==> src/rtl/mmss_pkg.sv <==
// Package for the mm:ss seven-segment scan clock.
// Digit slot and register index codes, BCD types, segment font and select codes.
// No dependencies.
`default_nettype none

package mmss_pkg;

  localparam int unsigned TimeW  = 6;
  localparam int unsigned ScanW  = 10;
  localparam int unsigned InW    = 8;
  localparam int unsigned OutW   = 32;
  localparam int unsigned AddrW  = 4;
  localparam int unsigned DataW  = 32;

  localparam logic [TimeW-1:0] StartMinRst = 6'd18;
  localparam logic [TimeW-1:0] StartSecRst = 6'd58;
  localparam logic [ScanW-1:0] ScansRst    = 10'd100;

  typedef enum logic [1:0] {
    SlotMinTens  = 2'd0,
    SlotMinUnits = 2'd1,
    SlotSecTens  = 2'd2,
    SlotSecUnits = 2'd3
  } slot_e;

  typedef enum logic [1:0] {
    RegStartMin = 2'd0,
    RegStartSec = 2'd1,
    RegScans    = 2'd2
  } reg_idx_e;

  typedef struct packed {
    logic [2:0] tens;
    logic [3:0] units;
  } bcd_t;

  typedef struct packed {
    bcd_t mins;
    bcd_t secs;
  } time_t;

  // Clamp 0..63 to 0..59 and split into BCD.
  function automatic bcd_t to_bcd(input logic [TimeW-1:0] v);
    bcd_t r;
    logic [TimeW-1:0] c;
    c = (v > 6'd59) ? 6'd59 : v;
    if (c >= 6'd50) begin
      r.tens = 3'd5; r.units = 4'(c - 6'd50);
    end else if (c >= 6'd40) begin
      r.tens = 3'd4; r.units = 4'(c - 6'd40);
    end else if (c >= 6'd30) begin
      r.tens = 3'd3; r.units = 4'(c - 6'd30);
    end else if (c >= 6'd20) begin
      r.tens = 3'd2; r.units = 4'(c - 6'd20);
    end else if (c >= 6'd10) begin
      r.tens = 3'd1; r.units = 4'(c - 6'd10);
    end else begin
      r.tens = 3'd0; r.units = 4'(c);
    end
    return r;
  endfunction

  // BCD pair back to binary: tens*10 + units.
  function automatic logic [TimeW-1:0] from_bcd(input bcd_t b);
    return 6'({b.tens, 3'b000}) + 6'({b.tens, 1'b0}) + 6'(b.units);
  endfunction

  // Active-high gfedcba font; codes above nine wrap as digit mod ten.
  function automatic logic [7:0] seg_font(input logic [3:0] d);
    logic [7:0] f;
    case (d)
      4'd0, 4'd10: f = 8'h3F;
      4'd1, 4'd11: f = 8'h06;
      4'd2, 4'd12: f = 8'h5B;
      4'd3, 4'd13: f = 8'h4F;
      4'd4, 4'd14: f = 8'h66;
      4'd5, 4'd15: f = 8'h6D;
      4'd6:        f = 8'h7D;
      4'd7:        f = 8'h07;
      4'd8:        f = 8'h7F;
      4'd9:        f = 8'h6F;
      default:     f = 8'h3F;
    endcase
    return f;
  endfunction

  function automatic logic [7:0] sel_code(input slot_e s);
    logic [7:0] c;
    case (s)
      SlotMinTens:  c = 8'hFE;
      SlotMinUnits: c = 8'hFD;
      SlotSecTens:  c = 8'hFB;
      SlotSecUnits: c = 8'hF7;
      default:      c = 8'hFF;
    endcase
    return c;
  endfunction

endpackage

`default_nettype wire

==> src/rtl/mmss_seven_segment_scan_clock.sv <==
// Multiplexed four-digit mm:ss seven-segment scan clock, one request per digit slot.
// Each result is registered: it appears in the cycle after its request is accepted.
// Throughput: one request per cycle unless m_axis_tready stalls; the result register and
//   slot/BCD counters are the only stages, so back-to-back requests run at full rate.
// Reset (rst_ni, async active low): start 18:58, 100 scans per second, slot 0,
//   scan count 0, no result pending. Depends on mmss_pkg.
`default_nettype none

module mmss_seven_segment_scan_clock
  import mmss_pkg::*;
(
  input  wire logic             clk_i,
  input  wire logic             rst_ni,
  // request stream
  input  wire logic             s_axis_tvalid,
  output      logic             s_axis_tready,
  input  wire logic [InW-1:0]   s_axis_tdata,   // [0] reload, [7:1] zero
  // result stream
  output      logic             m_axis_tvalid,
  input  wire logic             m_axis_tready,
  output      logic [OutW-1:0]  m_axis_tdata,   // [7:0] digit_select, [15:8] segments,
                                                // [21:16] minutes, [27:22] seconds, [31:28] 0
  // configuration
  input  wire logic             psel,
  input  wire logic             penable,
  input  wire logic             pwrite,
  input  wire logic [AddrW-1:0] paddr,
  input  wire logic [DataW-1:0] pwdata,
  output      logic [DataW-1:0] prdata,
  output      logic             pready
);

  // ---------------------------------------------------------------------------
  // Configuration registers
  // ---------------------------------------------------------------------------
  logic [TimeW-1:0] start_min_q, start_sec_q;
  logic [ScanW-1:0] scans_q;
  logic             cfg_wr;
  reg_idx_e         cfg_idx;

  assign pready  = 1'b1;
  assign cfg_wr  = psel && penable && pwrite && pready;
  assign cfg_idx = reg_idx_e'(paddr[3:2]);

  always_ff @(posedge clk_i or negedge rst_ni) begin
    if (!rst_ni) begin
      start_min_q <= StartMinRst;
      start_sec_q <= StartSecRst;
      scans_q     <= ScansRst;
    end else if (cfg_wr) begin
      case (cfg_idx)
        RegStartMin: start_min_q <= pwdata[TimeW-1:0];
        RegStartSec: start_sec_q <= pwdata[TimeW-1:0];
        RegScans:    scans_q     <= pwdata[ScanW-1:0];
        default:     ;  // unmapped address, write dropped
      endcase
    end
  end

  always_comb begin
    case (cfg_idx)
      RegStartMin: prdata = DataW'(start_min_q);
      RegStartSec: prdata = DataW'(start_sec_q);
      RegScans:    prdata = DataW'(scans_q);
      default:     prdata = '0;
    endcase
  end

  // ---------------------------------------------------------------------------
  // Handshake: the result register frees up when empty or being drained
  // ---------------------------------------------------------------------------
  logic s_fire;
  assign s_axis_tready = !m_axis_tvalid || m_axis_tready;
  assign s_fire        = s_axis_tvalid && s_axis_tready;

  // ---------------------------------------------------------------------------
  // Slot / scan / time state
  // ---------------------------------------------------------------------------
  slot_e            slot_q, slot_d, slot_cur;
  logic [ScanW-1:0] scan_q, scan_d, scan_cur, scan_inc, limit;
  time_t            time_q, time_d, time_cur, time_load;
  logic             reload, sec_tick;
  logic [3:0]       digit;
  logic [7:0]       seg_byte;
  logic [OutW-1:0]  res_d;

  assign reload = s_axis_tdata[0];

  always_comb begin
    time_load.mins = to_bcd(start_min_q);
    time_load.secs = to_bcd(start_sec_q);

    // a reload tick shows slot 0 of the freshly loaded start time
    time_cur = reload ? time_load : time_q;
    slot_cur = reload ? SlotMinTens : slot_q;
    scan_cur = reload ? '0 : scan_q;

    case (slot_cur)
      SlotMinTens:  digit = {1'b0, time_cur.mins.tens};
      SlotMinUnits: digit = time_cur.mins.units;
      SlotSecTens:  digit = {1'b0, time_cur.secs.tens};
      SlotSecUnits: digit = time_cur.secs.units;
      default:      digit = '0;
    endcase

    // active low; colon point lit on minutes units only
    seg_byte = seg_font(digit) ^ ((slot_cur == SlotMinUnits) ? 8'h7F : 8'hFF);

    res_d = {4'b0000, from_bcd(time_cur.secs), from_bcd(time_cur.mins),
             seg_byte, sel_code(slot_cur)};

    // scan counter: a zero limit behaves as one; wrap of the counter also ticks
    limit    = (scans_q == '0) ? ScanW'(1) : scans_q;
    scan_inc = scan_cur + ScanW'(1);
    sec_tick = 1'b0;
    scan_d   = scan_cur;
    if (slot_cur == SlotSecUnits) begin
      if (scan_inc >= limit || scan_inc == '0) begin
        sec_tick = 1'b1;
        scan_d   = '0;
      end else begin
        scan_d   = scan_inc;
      end
    end

    slot_d = slot_e'(slot_cur + 2'd1);

    // BCD seconds advance with carries; past 59:59 reload start time
    time_d = time_cur;
    if (sec_tick) begin
      if (time_cur.secs.units < 4'd9) begin
        time_d.secs.units = time_cur.secs.units + 4'd1;
      end else begin
        time_d.secs.units = '0;
        if (time_cur.secs.tens < 3'd5) begin
          time_d.secs.tens = time_cur.secs.tens + 3'd1;
        end else begin
          time_d.secs.tens = '0;
          if (time_cur.mins.units < 4'd9) begin
            time_d.mins.units = time_cur.mins.units + 4'd1;
          end else begin
            time_d.mins.units = '0;
            if (time_cur.mins.tens < 3'd5) begin
              time_d.mins.tens = time_cur.mins.tens + 3'd1;
            end else begin
              time_d = time_load;
            end
          end
        end
      end
    end
  end

  always_ff @(posedge clk_i or negedge rst_ni) begin
    if (!rst_ni) begin
      slot_q         <= SlotMinTens;
      scan_q         <= '0;
      time_q.mins    <= to_bcd(StartMinRst);
      time_q.secs    <= to_bcd(StartSecRst);
    end else if (s_fire) begin
      slot_q <= slot_d;
      scan_q <= scan_d;
      time_q <= time_d;
    end
  end

  // ---------------------------------------------------------------------------
  // Result register
  // ---------------------------------------------------------------------------
  always_ff @(posedge clk_i or negedge rst_ni) begin
    if (!rst_ni) begin
      m_axis_tvalid <= 1'b0;
    end else if (s_fire) begin
      m_axis_tvalid <= 1'b1;
    end else if (m_axis_tready) begin
      m_axis_tvalid <= 1'b0;
    end
  end

  always_ff @(posedge clk_i) begin
    if (s_fire) begin
      m_axis_tdata <= res_d;
    end
  end

  // ---------------------------------------------------------------------------
  // Assertions
  // ---------------------------------------------------------------------------
  a_bcd_range: assert property (@(posedge clk_i) disable iff (!rst_ni)
    time_q.secs.units <= 4'd9 && time_q.secs.tens <= 3'd5 &&
    time_q.mins.units <= 4'd9 && time_q.mins.tens <= 3'd5)
    else $error("BCD digit out of range");

  a_slot_step: assert property (@(posedge clk_i) disable iff (!rst_ni)
    s_fire && !reload |=> slot_q == slot_e'($past(slot_q) + 2'd1))
    else $error("digit slot did not advance");

  a_one_select: assert property (@(posedge clk_i) disable iff (!rst_ni)
    m_axis_tvalid |-> $onehot(~m_axis_tdata[3:0]) && m_axis_tdata[7:4] == 4'hF)
    else $error("digit select not a single active-low enable");

  a_colon: assert property (@(posedge clk_i) disable iff (!rst_ni)
    m_axis_tvalid |-> (m_axis_tdata[15] == 1'b0) == (m_axis_tdata[7:0] == 8'hFD))
    else $error("colon point on wrong digit");

endmodule

`default_nettype wire

==> config.mk <==
export PLATFORM = sky130hd
export DESIGN_NAME = mmss_seven_segment_scan_clock
export DESIGN_NICKNAME = d
export VERILOG_FILES = /design/src/rtl/mmss_pkg.sv /design/src/rtl/mmss_seven_segment_scan_clock.sv
export SDC_FILE = /design/constraint.sdc
export NUM_CORES = 1
export LEC_CHECK = 0
export BUFFER_PORTS_ARGS = -buffer_cell sky130_fd_sc_hd__buf_2
export CELL_PAD_IN_SITES_DETAIL_PLACEMENT = 1
export CELL_PAD_IN_SITES_GLOBAL_PLACEMENT = 2
export CORE_MARGIN = 3
export CORE_UTILIZATION = 31
export DETAILED_ROUTE_END_ITERATION = 6
export HOLD_SLACK_MARGIN = 0.15
export MAX_ROUTING_LAYER = met4
export PLACE_DENSITY = 0.76
export SETUP_SLACK_MARGIN = 0.3
export SYNTH_ARGS = -nofsm -noshare
export SYNTH_HDL_FRONTEND = slang
export SYNTH_SLANG_ARGS = --single-unit
==> constraint.sdc <==
create_clock -name clk_i -period 4.3 [get_ports clk_i]
set_input_delay 0.43 -clock clk_i [delete_from_list [all_inputs] [get_ports clk_i]]
set_output_delay 0.43 -clock clk_i [all_outputs]
set_load 0.005 [all_outputs]
==> qor.csv, run 1 <==
stage,metric,value,unit
setup_path,crit path DAT,3.96,ns
detailed_routing,routed len/inst,17.9,um
cells_and_area,fin nets,857,
timing,setup TNS,0,ns
synthesis,syn_area_per_cell,8.88,um2
status,outcome,finished clean,
detailed_routing,DR vias/cell,5.25,
grt,number of global-route vias before repair,5702,
clocking,Num CTS Buffers,9,
floorplanning,Ports,118,
clocking,clk sinks,73,
clocking,Worst-Skew Late Latency,0.34,ns
setup_path,crit start category,register,
detailed_routing,final wirelength,18300,um
synthesis,fraction of registers with async set/reset,0.671,
detailed_routing,drt drc,0,
placement,Post-DP HPWL,14000,um
timing,Worst Tran Pin Value,1.13,ns
cells_and_area,"Design Area, Final",7100,um2
detailed_routing,Iter 0 DRT Violations,249,
pwr,PD cells,499,nW/um2
synthesis,Post-Syn Area,6100,um2
floorplanning,total core area,19000,um2
timing,final setup vio count,0,
synthesis,most area-hungry cell type in the Yosys netlist,dfrtp_1,
floorplanning,Die Y,146,um
grt,pin count of the biggest net entering global routing,50,
pwr,Peak VDD IR,0.213,mV
floorplanning,Initial Util,0.321,
synthesis,"EDFF count, synth",24,
setup_path,slowest stage cell on the critical path,dfstp_2,
grt,grt total ovfl,0,
synthesis,Synth Instances,687,
placement,Port Buffers,55,
pwr,leak pwr,3.19,nW
placement,GPL Wtd Cong,0.844,
min_path,HP Class,in2async,
grt,global-route wire length before repair,30300,um
timing,RSZ-0062 raised after global routing,true,
synthesis,sequential-to-total area share from yosys stat,0.322,
synthesis,synth unique cells,85,
synthesis,ys flop type,dfrtp_1,
synthesis,synthesized flop and latch total,73,
clocking,CTS tree,built,
timing,fin. max-slew vios,0,
timing,achievable clock frequency,257,MHz
floorplanning,Die Wd,146,um
floorplanning,die area,21400,um2
cells_and_area,Ant. Diodes,0,
timing,crit share post-route,0.905,
placement,dpl cell area,6690,um2
detailed_routing,via count,5369,
cells_and_area,ratio of cells with drive above 1 in the final layout,0.241,
setup_path,Crit. End Element,register,
setup_path,CP peak stage delay,0.56,ns
cells_and_area,"commonest cells after routing, fill and taps aside","nand2_1 (69), inv_1 (58), buf_2 (55), ha_1 (43), o21ai_0 (41)",
setup_path,CP required,4.37,ns
job,Max-Cap Viols,0,
setup_path,CP dominant cell by count,inv_1,
floorplanning,Site Rows,50,
clocking,hold_buf cts,0,
timing,Final Hold Fails,0,
detailed_routing,1st-pass router iterations,4,
timing,slew margin rel.,0.241,
synthesis,Synth warnings,0,
clocking,H-tree depth,3,
grt,antenna violations before repair,0,
clocking,Clock Tree Buf Depth,2,
synthesis,Synth top area share,0.144,
setup_path,CP Cell Sequence,"nand2_1, o21ai_2, inv_1, ha_1, nor2b_2, o311ai_1, o21ai_1, and4b_2, or3_1, inv_1, fa_1, inv_1, ha_1, a21o_1, a21oi_1, xor2_1",
timing,shortest period the worst path allows,3.89,ns
clocking,Root Buffer,clkbuf_16,
clocking,Worst-path clk slew,0.07,ns
grt,Total Routing Usage GR,0.178,
cells_and_area,Area Growth Syn to Fin,16.5,%
synthesis,dominant cells by area after synthesis,"dfrtp_1 (14%), edfxtp_1 (12%), ha_1 (9.0%)",
setup_path,critical path class,reg2reg,
timing,worst clock skew,0.0105,ns
detailed_routing,Routed Antenna Nets,0,
setup_path,crit-path max FO,5,
cells_and_area,"most common cell after layout, fill and taps aside",nand2_1,
## through the flow
stage / std cells / hold WS, ns / power [W] / setup slack, ns / util
global placement: 1002 / 0.456 / 0.00259 / 0.220 / 0.352
finish: 1023 / 0.220 / 0.00354 / 0.410 / 0.374
CTS: 1020 / 0.252 / 0.00354 / 0.281 / 0.370
floorplan: 716 / 0.134 / 0.00214 / 0.300 / -
detailed placement: 1002 / 0.467 / 0.00266 / 0.125 / 0.352
global route: 1023 / 0.275 / 0.00382 / 0.209 / 0.374
## timing repair
action	CTS	global route
setup buffers	2	3
pin swaps	0	6
endpoints found under the setup margin	8	32
gates resized for setup	4	14
## report_power, final
part	switching [W]	total, W	internal [W]
combinational	0.000992	0.00166	0.000669
sequential	0.000112	0.00105	0.000934
clock	0.000327	0.000835	0.000508
## metal layers
metal | vias up | global-route usage | share of wire
met3 | 26 | 0.0273 | 0.030
met4 | 0 | 0.0532 | 0.019
met1 | 2677 | 0.226 | 0.46
li1 | 2567 | - | -
met2 | 99 | 0.296 | 0.49
met5 | - | - | 0
## sequential cells by signal, indices dropped and copies added (netlist names)
signal         cells
time_q            14
scan_q            10
m_axis_tdata      24
m_axis_tvalid      1
start_sec_q        6
slot_q             2
start_min_q        6
scans_q           10
## critical path: cells and delay by family (launching register included)
kind / cells / cell delay (ns)
xor gates and xnor gates: 1 / 0.08
AOI/OAI and AO/OA: 5 / 0.91
adders and majority gates: 3 / 0.88
buffers and inverters: 3 / 0.25
DFF: 1 / 0.56
and+or+nand+nor: 4 / 0.93
## cells by family after synthesis
logic type	after synthesis	synth area share
other cells	2	0.00123
xor+xnor	12	0.0172
compound gates	194	0.235
flops	73	0.322
buf+inv	120	0.0972
mux	26	0.0451
simple gates	212	0.178
fa+ha+maj	48	0.103
## cell type report
type	instances	area (um2)
Sequential cell	73	1970
Inverter	59	221
Timing Repair Buffer	92	553
Multi-Input combinational cell	523	3720
Clock buffer	9	225
Tap cell	260	325
Fill cell	2285	11900
Clock inverter	7	95.1
## worst paths after layout
check	cells after the start	start	slack, ns	endpoint
worst max register to register	16	start_sec_q[4]$_DFFE_PN1P_	0.41	m_axis_tdata[27]$_DFFE_PP_
worst max-delay path	16	start_sec_q[4]$_DFFE_PN1P_	0.41	m_axis_tdata[27]$_DFFE_PP_
worst min register to register	2	time_q[3]$_DFFE_PN1P_	0.48	time_q[3]$_DFFE_PN1P_
worst min-delay path	2	rst_ni	0.22	start_min_q[3]$_DFFE_PN0P_
min in group clk_i	2	s_axis_tvalid	0.29	m_axis_tvalid$_DFFE_PN0P_
max in group asynchronous	2	rst_ni	3.59	start_min_q[3]$_DFFE_PN0P_
## synthesized netlist by cell type (5+ instances only)
master,count
a21o_1,10
a21oi_1,34
a22o_1,13
a31oi_1,13
and2_1,9
and3_1,10
buf_2,15
buf_4,33
clkbuf_1,12
dfrtp_1,35
dfstp_2,14
edfxtp_1,24
ha_1,44
inv_1,59
mux2_2,12
mux2i_1,14
nand2_1,69
nand2b_1,13
nand3_1,22
nor2_1,38
nor2b_1,10
nor3_1,11
o211ai_1,7
o21ai_0,44
o21ai_1,6
o31ai_1,5
or4_1,5
xnor2_1,5
xor2_1,7
Power figures use the tool's default switching activity.
==> run 2: changes to the inputs <==
--- a/config.mk
+++ b/config.mk
@@ -13,7 +13,7 @@
 export DETAILED_ROUTE_END_ITERATION = 6
 export HOLD_SLACK_MARGIN = 0.15
 export MAX_ROUTING_LAYER = met4
-export PLACE_DENSITY = 0.76
+export PLACE_DENSITY = 0.82
 export SETUP_SLACK_MARGIN = 0.3
 export SYNTH_ARGS = -nofsm -noshare
 export SYNTH_HDL_FRONTEND = slang
==> run 2 against run 1 <==
  * Critical path depth fell by 2
  * Combinational power barely moved
  * Clock power fell by 15%
  * Total power fell by 4.6%
  * Hold slack improved by 0.0047 ns
  * Via count fell by 2.0%
==> qor.csv, run 2 (synthesis results as in run 1) <==
stage,metric,value,unit,change
cells_and_area,biggest regs,"m_axis_tdata: 24 flops, time_q: 14 flops",,
setup_path,crit start category,register,,
setup_path,cell count of the worst reg-to-reg path,14,,-2
clocking,Num CTS Buffers,9,,unchanged
floorplanning,Die Wd,146,um,unchanged
cells_and_area,Ant. Diodes,0,,unchanged
clocking,Worst-path clk slew,0.06,ns,about the same
setup_path,WP depth,14,,-2
setup_path,crit path DAT,3.91,ns,-0.05 ns
cells_and_area,max reg flops,24,,unchanged
timing,achievable clock frequency,262,MHz,+1.9%
clocking,clk sinks,73,,unchanged
clocking,hold_buf cts,0,,unchanged
cells_and_area,"commonest cells after routing, fill and taps aside","nand2_1 (69), inv_1 (57), buf_2 (55), ha_1 (43), o21ai_0 (41)",,
detailed_routing,DR vias/cell,5.15,,-1.8%
grt,global-route wire length before repair,28000,um,-7.7%
setup_path,R2R Path Start,start_sec_q[5]$_DFFE_PN1P_,,
pwr,leak pwr,3.15,nW,-1.2%
setup_path,CP dominant cell by count,ha_1,,
detailed_routing,Routed Antenna Nets,0,,unchanged
pwr,Peak VDD IR,0.221,mV,+3.7%
detailed_routing,Iter 0 DRT Violations,249,,unchanged
clocking,Root Buffer,clkbuf_16,,
timing,final setup vio count,0,,unchanged
detailed_routing,via count,5261,,-2.0%
grt,Total Routing Usage GR,0.165,,-0.0134
placement,Post-Place Worst Slack,0.156,ns,+0.0317 ns
timing,post-route worst setup slack,0.482,ns,+0.0719 ns
detailed_routing,1st-pass router iterations,4,,unchanged
detailed_routing,drt drc,0,,unchanged
timing,RSZ-0062 raised after global routing,true,,
setup_path,Crit. End Element,register,,
floorplanning,Initial Util,0.321,,unchanged
timing,worst clock skew,0.00935,ns,-0.00117 ns
floorplanning,Ports,118,,unchanged
cells_and_area,Area Growth Syn to Fin,15.6,%,
floorplanning,Die Y,146,um,unchanged
detailed_routing,routed len/inst,16.9,um,-5.6%
placement,GPL Wtd Cong,0.842,,-0.32%
setup_path,"CP delay by family, top",adder cells,,
detailed_routing,final wirelength,17300,um,-5.8%
setup_path,"Buf+Inv Stages, Crit Path",4,,+1
cells_and_area,"Most flops, register",m_axis_tdata,,
grt,pin count of the biggest net entering global routing,50,,unchanged
clocking,H-tree depth,3,,unchanged
job,Max-Cap Viols,0,,unchanged
cells_and_area,"most common cell after layout, fill and taps aside",nand2_1,,
setup_path,slowest stage cell on the critical path,or4_1,,
setup_path,CP required,4.39,ns,+0.02 ns
grt,number of global-route vias before repair,5170,,-9.3%
timing,setup TNS,0,ns,unchanged
setup_path,crit-path max FO,19,,+14
floorplanning,die area,21400,um2,unchanged
grt,grt total ovfl,0,,unchanged
clocking,Clock Tree Buf Depth,2,,unchanged
timing,Final Hold Fails,0,,unchanged
clocking,CTS tree,built,,
setup_path,critical path class,reg2reg,,
pwr,PD cells,480,nW/um2,-3.8%
status,outcome,finished clean,,
min_path,HP Class,in2async,,
placement,Post-DP HPWL,12900,um,-8.1%
timing,slew margin rel.,0.343,,+0.102
placement,Port Buffers,55,,unchanged
clocking,Worst-Skew Late Latency,0.35,ns,about the same
cells_and_area,fin nets,855,,-0.23%
setup_path,FF-to-FF End,m_axis_tdata[26]$_DFFE_PP_,,
setup_path,CP peak stage delay,0.55,ns,about the same
grt,antenna violations before repair,0,,unchanged
setup_path,register-to-register setup slack,0.48,ns,+0.07 ns
timing,crit share post-route,0.888,,-0.0167
setup_path,CP Cell Sequence,"buf_4, a31oi_4, inv_1, buf_4, ha_1, a21oi_1, or4_1, a41oi_4, o21ai_1, ha_1, ha_1, inv_1, fa_1, xnor2_1",,
timing,fin. max-slew vios,0,,unchanged
cells_and_area,ratio of cells with drive above 1 in the final layout,0.238,,-0.00331
floorplanning,total core area,19000,um2,unchanged
timing,shortest period the worst path allows,3.82,ns,-0.0719 ns
floorplanning,Site Rows,50,,unchanged
cells_and_area,Final Core Density,0.371,,-0.00296
timing,Worst Tran Pin Value,0.978,ns,-0.148 ns
run 2: cell types whose count changed in the layout (fill, tap and decap cells not counted), moves of 2 or more:
cell and change:
buf_4 -2, clkinv_4 -2, bufinv_16 -2, clkinvlp_4 +2
run 2: timing repair:
action                                 CTS  global route
endpoints found under the hold margin    0             0
setup endpoints to repair                2            17
gates resized for setup                  1            17
buffers inserted                         1             2
pin swaps                                0             4
cloned                                   0             0
run 2: layout make-up:
class / instances / area (um2)
clock buffer: 10 / 239
clock inverter: 6 / 33.8
fill: 2286 / 12000
inverter: 59 / 225
multi-input combinational: 523 / 3720
sequential: 73 / 1970
tap: 260 / 325
timing repair buffer: 90 / 538
run 2: worst reg2reg max path: stages (launching register included):
cell and delay, ns:
dfstp_2 0.38, buf_4 0.20, a31oi_4 0.21, inv_1 0.09
buf_4 0.15, ha_1 0.39, a21oi_1 0.09, or4_1 0.55
a41oi_4 0.27, o21ai_1 0.18, ha_1 0.32, ha_1 0.17
inv_1 0.06, fa_1 0.37, xnor2_1 0.14
run 2: metal layers:
metal / vias to the layer above / routed length, um / part of all wire / track usage
met2: 116 / 8180 / 0.47 / 0.267
met3: 14 / 582 / 0.034 / 0.0276
met1: 2583 / 8340 / 0.48 / 0.218
met5: - / 0 / 0 / -
li1: 2548 / - / - / -
met4: 0 / 188 / 0.011 / 0.0372
run 2: worst max-delay path by stage:
stage | start | to | slack [ns]
floorplan | s_axis_tdata[0] | time_q[7]$_DFFE_PN0P_ | 0.30
global placement | start_sec_q[3]$_DFFE_PN1P_ | m_axis_tdata[27]$_DFFE_PP_ | 0.25
detailed placement | start_sec_q[3]$_DFFE_PN1P_ | m_axis_tdata[27]$_DFFE_PP_ | 0.16
CTS | start_sec_q[5]$_DFFE_PN1P_ | m_axis_tdata[27]$_DFFE_PP_ | 0.30
global route | start_sec_q[4]$_DFFE_PN1P_ | m_axis_tdata[27]$_DFFE_PP_ | 0.26
finish | start_sec_q[5]$_DFFE_PN1P_ | m_axis_tdata[26]$_DFFE_PP_ | 0.48
run 2: through the flow:
stage / cells / hold slack, ns / power, W / area, um2
floorplan: 716 / 0.134 / 0.00214 / 6220
global route: 1021 / 0.281 / 0.00364 / 7050
CTS: 1019 / 0.247 / 0.00337 / 6970
detailed placement: 1002 / 0.467 / 0.00264 / 6690
global placement: 1002 / 0.463 / 0.00260 / 6690
finish: 1021 / 0.225 / 0.00338 / 7050
run 2: power breakdown:
group	switching, W	leakage, nW	total, W	internal [W]
Clock	0.000305	0.132	0.000706	0.000401
Combinational	0.000966	2.21	0.00163	0.000667
Sequential	0.000108	0.814	0.00104	0.000934
Total	0.00138	3.15	0.00338	0.00200
==> run 3: changes to the inputs <==
--- a/config.mk
+++ b/config.mk
@@ -6,10 +6,12 @@
 export NUM_CORES = 1
 export LEC_CHECK = 0
 export BUFFER_PORTS_ARGS = -buffer_cell sky130_fd_sc_hd__buf_2
+export CAP_MARGIN = 20
 export CELL_PAD_IN_SITES_DETAIL_PLACEMENT = 1
 export CELL_PAD_IN_SITES_GLOBAL_PLACEMENT = 2
 export CORE_MARGIN = 3
 export CORE_UTILIZATION = 31
+export CTS_BUF_LIST = sky130_fd_sc_hd__clkbuf_8
 export DETAILED_ROUTE_END_ITERATION = 6
 export HOLD_SLACK_MARGIN = 0.15
 export MAX_ROUTING_LAYER = met4
==> run 3 against run 2 <==
  * Setup slack lost 0.00099 ns
  * Flip-flop and latch count unchanged
  * Core utilization is 0.53 points lower
  * Cell area decreased by 1.4%
  * Largest power group unchanged
  * Highest routed layer unchanged
==> qor.csv, run 3 (synthesis results as in run 1) <==
stage,metric,value,unit,change
status,outcome,finished clean,,
clocking,Clock Tree Buf Depth,2,,unchanged
timing,achievable clock frequency,262,MHz,about the same
placement,GPL Wtd Cong,0.842,,unchanged
cells_and_area,biggest regs,"m_axis_tdata: 24 flops, time_q: 14 flops",,
grt,pin count of the biggest net entering global routing,50,,unchanged
cells_and_area,fin cells,1021,,unchanged
pwr,leak pwr,3.10,nW,-1.5%
detailed_routing,Routed Antenna Nets,0,,unchanged
timing,crit share post-route,0.888,,about the same
floorplanning,Site Rows,50,,unchanged
pwr,Peak VDD IR,0.173,mV,-22%
setup_path,CP required,4.43,ns,+0.04 ns
pwr,PnR Total Power,0.00317,W,-6.3%
clocking,clk sinks,73,,unchanged
cells_and_area,Reg area,1970,um2,unchanged
clocking,hold_buf cts,0,,unchanged
cells_and_area,"most common cell after layout, fill and taps aside",nand2_1,,
floorplanning,Die Wd,146,um,unchanged
setup_path,CP peak stage delay,0.56,ns,about the same
grt,number of global-route vias before repair,5119,,-0.99%
clocking,H-tree depth,3,,unchanged
pwr,net load switching power,0.00135,W,-2.3%
clocking,Worst-path clk slew,0.08,ns,+0.02 ns
min_path,HP Class,in2async,,
setup_path,"Buf+Inv Stages, Crit Path",3,,-1
detailed_routing,Iter 0 DRT Violations,304,,+22%
setup_path,critical path class,reg2reg,,
cells_and_area,Final Core Density,0.365,,-0.00533
clocking,Root Buffer,clkbuf_8,,
clocking,Worst-Skew Late Latency,0.37,ns,+0.02 ns
detailed_routing,final wirelength,17000,um,-1.5%
timing,worst clock skew,0.0117,ns,+0.00239 ns
cells_and_area,ratio of cells with drive above 1 in the final layout,0.238,,unchanged
timing,shortest period the worst path allows,3.82,ns,+0.000989 ns
timing,Worst Tran Pin Value,0.975,ns,-0.00279 ns
detailed_routing,1st-pass router iterations,4,,unchanged
pwr,sequential share of power,0.328,,+0.020
setup_path,crit start category,register,,
cells_and_area,Multi-input gate area,3720,um2,unchanged
timing,fin. max-slew vios,0,,unchanged
timing,slew margin rel.,0.345,,+0.00187
timing,RSZ-0062 raised after global routing,true,,
detailed_routing,drt drc,0,,unchanged
cells_and_area,fill cell count,2302,,+0.70%
timing,final setup vio count,0,,unchanged
cells_and_area,"commonest cells after routing, fill and taps aside","nand2_1 (69), inv_1 (57), buf_2 (55), ha_1 (43), o21ai_0 (41)",,
setup_path,slowest stage cell on the critical path,or4_1,,
timing,hold_ws,0.189,ns,-0.0363 ns
grt,grt total ovfl,0,,unchanged
setup_path,crit-path max FO,5,,-14
grt,antenna violations before repair,0,,unchanged
timing,Final Hold Fails,0,,unchanged
pwr,PD cells,456,nW/um2,-5.0%
pwr,Comb pwr share,0.514,,+0.031
grt,Total Routing Usage GR,0.161,,-0.00399
placement,Post-DP HPWL,12900,um,unchanged
floorplanning,Initial Util,0.321,,unchanged
setup_path,crit path DAT,3.95,ns,+0.04 ns
timing,setup TNS,0,ns,unchanged
floorplanning,die area,21400,um2,unchanged
setup_path,CP Cell Sequence,"and2_2, a31oi_4, inv_1, buf_4, ha_1, a21oi_1, or4_1, a41oi_4, o21ai_1, ha_1, ha_1, inv_1, fa_1, xnor2_1",,
setup_path,Crit. End Element,register,,
placement,placed insts,1002,,unchanged
floorplanning,Die Y,146,um,unchanged
cells_and_area,Area Growth Syn to Fin,13.9,%,
detailed_routing,via count,5211,,-0.95%
cells_and_area,max reg flops,24,,unchanged
detailed_routing,DR vias/cell,5.10,,-0.95%
pwr,Clk pwr share,0.158,,-0.051
clocking,CTS tree,built,,
setup_path,CP dominant cell by count,ha_1,,
job,Max-Cap Viols,0,,unchanged
placement,Port Buffers,55,,unchanged
grt,global-route wire length before repair,27500,um,-1.8%
floorplanning,Ports,118,,unchanged
detailed_routing,routed len/inst,16.7,um,-1.5%
cells_and_area,Ant. Diodes,0,,unchanged
clocking,Num CTS Buffers,9,,unchanged
pwr,sw frac,0.425,,+0.0177
floorplanning,total core area,19000,um2,unchanged
cells_and_area,fin nets,855,,unchanged
cells_and_area,"Most flops, register",m_axis_tdata,,
pwr,P_int,0.00182,W,-9.1%
setup_path,"CP delay by family, top",adder cells,,
==> run 3: cell counts in the layout (fill, tap and decap cells not counted) <==
Identical to the previous run, type by type.
==> run 3: worst paths after layout <==
path / startpoint / endpoint / slack [ns] / depth (start not counted)
max in group asynchronous: rst_ni / start_min_q[3]$_DFFE_PN0P_ / 3.63 / 2
min in group clk_i: s_axis_tvalid / m_axis_tvalid$_DFFE_PN0P_ / 0.26 / 2
hold / removal: rst_ni / start_min_q[5]$_DFFE_PN0P_ / 0.19 / 2
setup reg to reg: start_sec_q[4]$_DFFE_PN1P_ / m_axis_tdata[26]$_DFFE_PP_ / 0.48 / 14
hold reg to reg: time_q[3]$_DFFE_PN1P_ / time_q[3]$_DFFE_PN1P_ / 0.48 / 2
setup / recovery: start_sec_q[4]$_DFFE_PN1P_ / m_axis_tdata[26]$_DFFE_PP_ / 0.48 / 14
==> run 3: layout make-up <==
cell class	instances	share of cell area
Timing Repair Buffer	90	0.0774
Multi-Input combinational cell	523	0.536
Clock inverter	6	0.00486
Clock buffer	10	0.0198
Sequential cell	73	0.283
Inverter	59	0.0324
Tap cell	260	0.0468
==> run 3: metal layers <==
metal  vias up  track usage  wire [um]
met1      2554        0.217       8380
met2        90        0.257       7890
li1       2549            -          -
met5         -            -          0
met4         0       0.0362        256
met3        18       0.0258        490
==> run 3: what timing repair did <==
| item | in CTS | in global routing |
|---|---|---|
| gates resized for setup | 1 | 17 |
| setup endpoints to repair | 2 | 17 |
| buffers inserted | 1 | 2 |
| pin swaps | 0 | 4 |
| cloned | 0 | 0 |
==> run 3: per-stage QoR <==
stage	area (um2)	worst slack, ns
finish	6950	0.481
CTS	6870	0.299
global placement	6690	0.251
global route	6950	0.268
floorplan	6220	0.300
detailed placement	6690	0.156
==> run 3: power groups by stage <==
stage / Clock (W) / Sequential, W / Combinational, W
after floorplan: 0 / 0.00102 / 0.00112
after global placement: 0 / 0.00105 / 0.00155
after detailed placement: 0 / 0.00105 / 0.00159
after CTS: 0.000520 / 0.00103 / 0.00161
after global routing: 0.000540 / 0.00106 / 0.00183
final: 0.000500 / 0.00104 / 0.00163
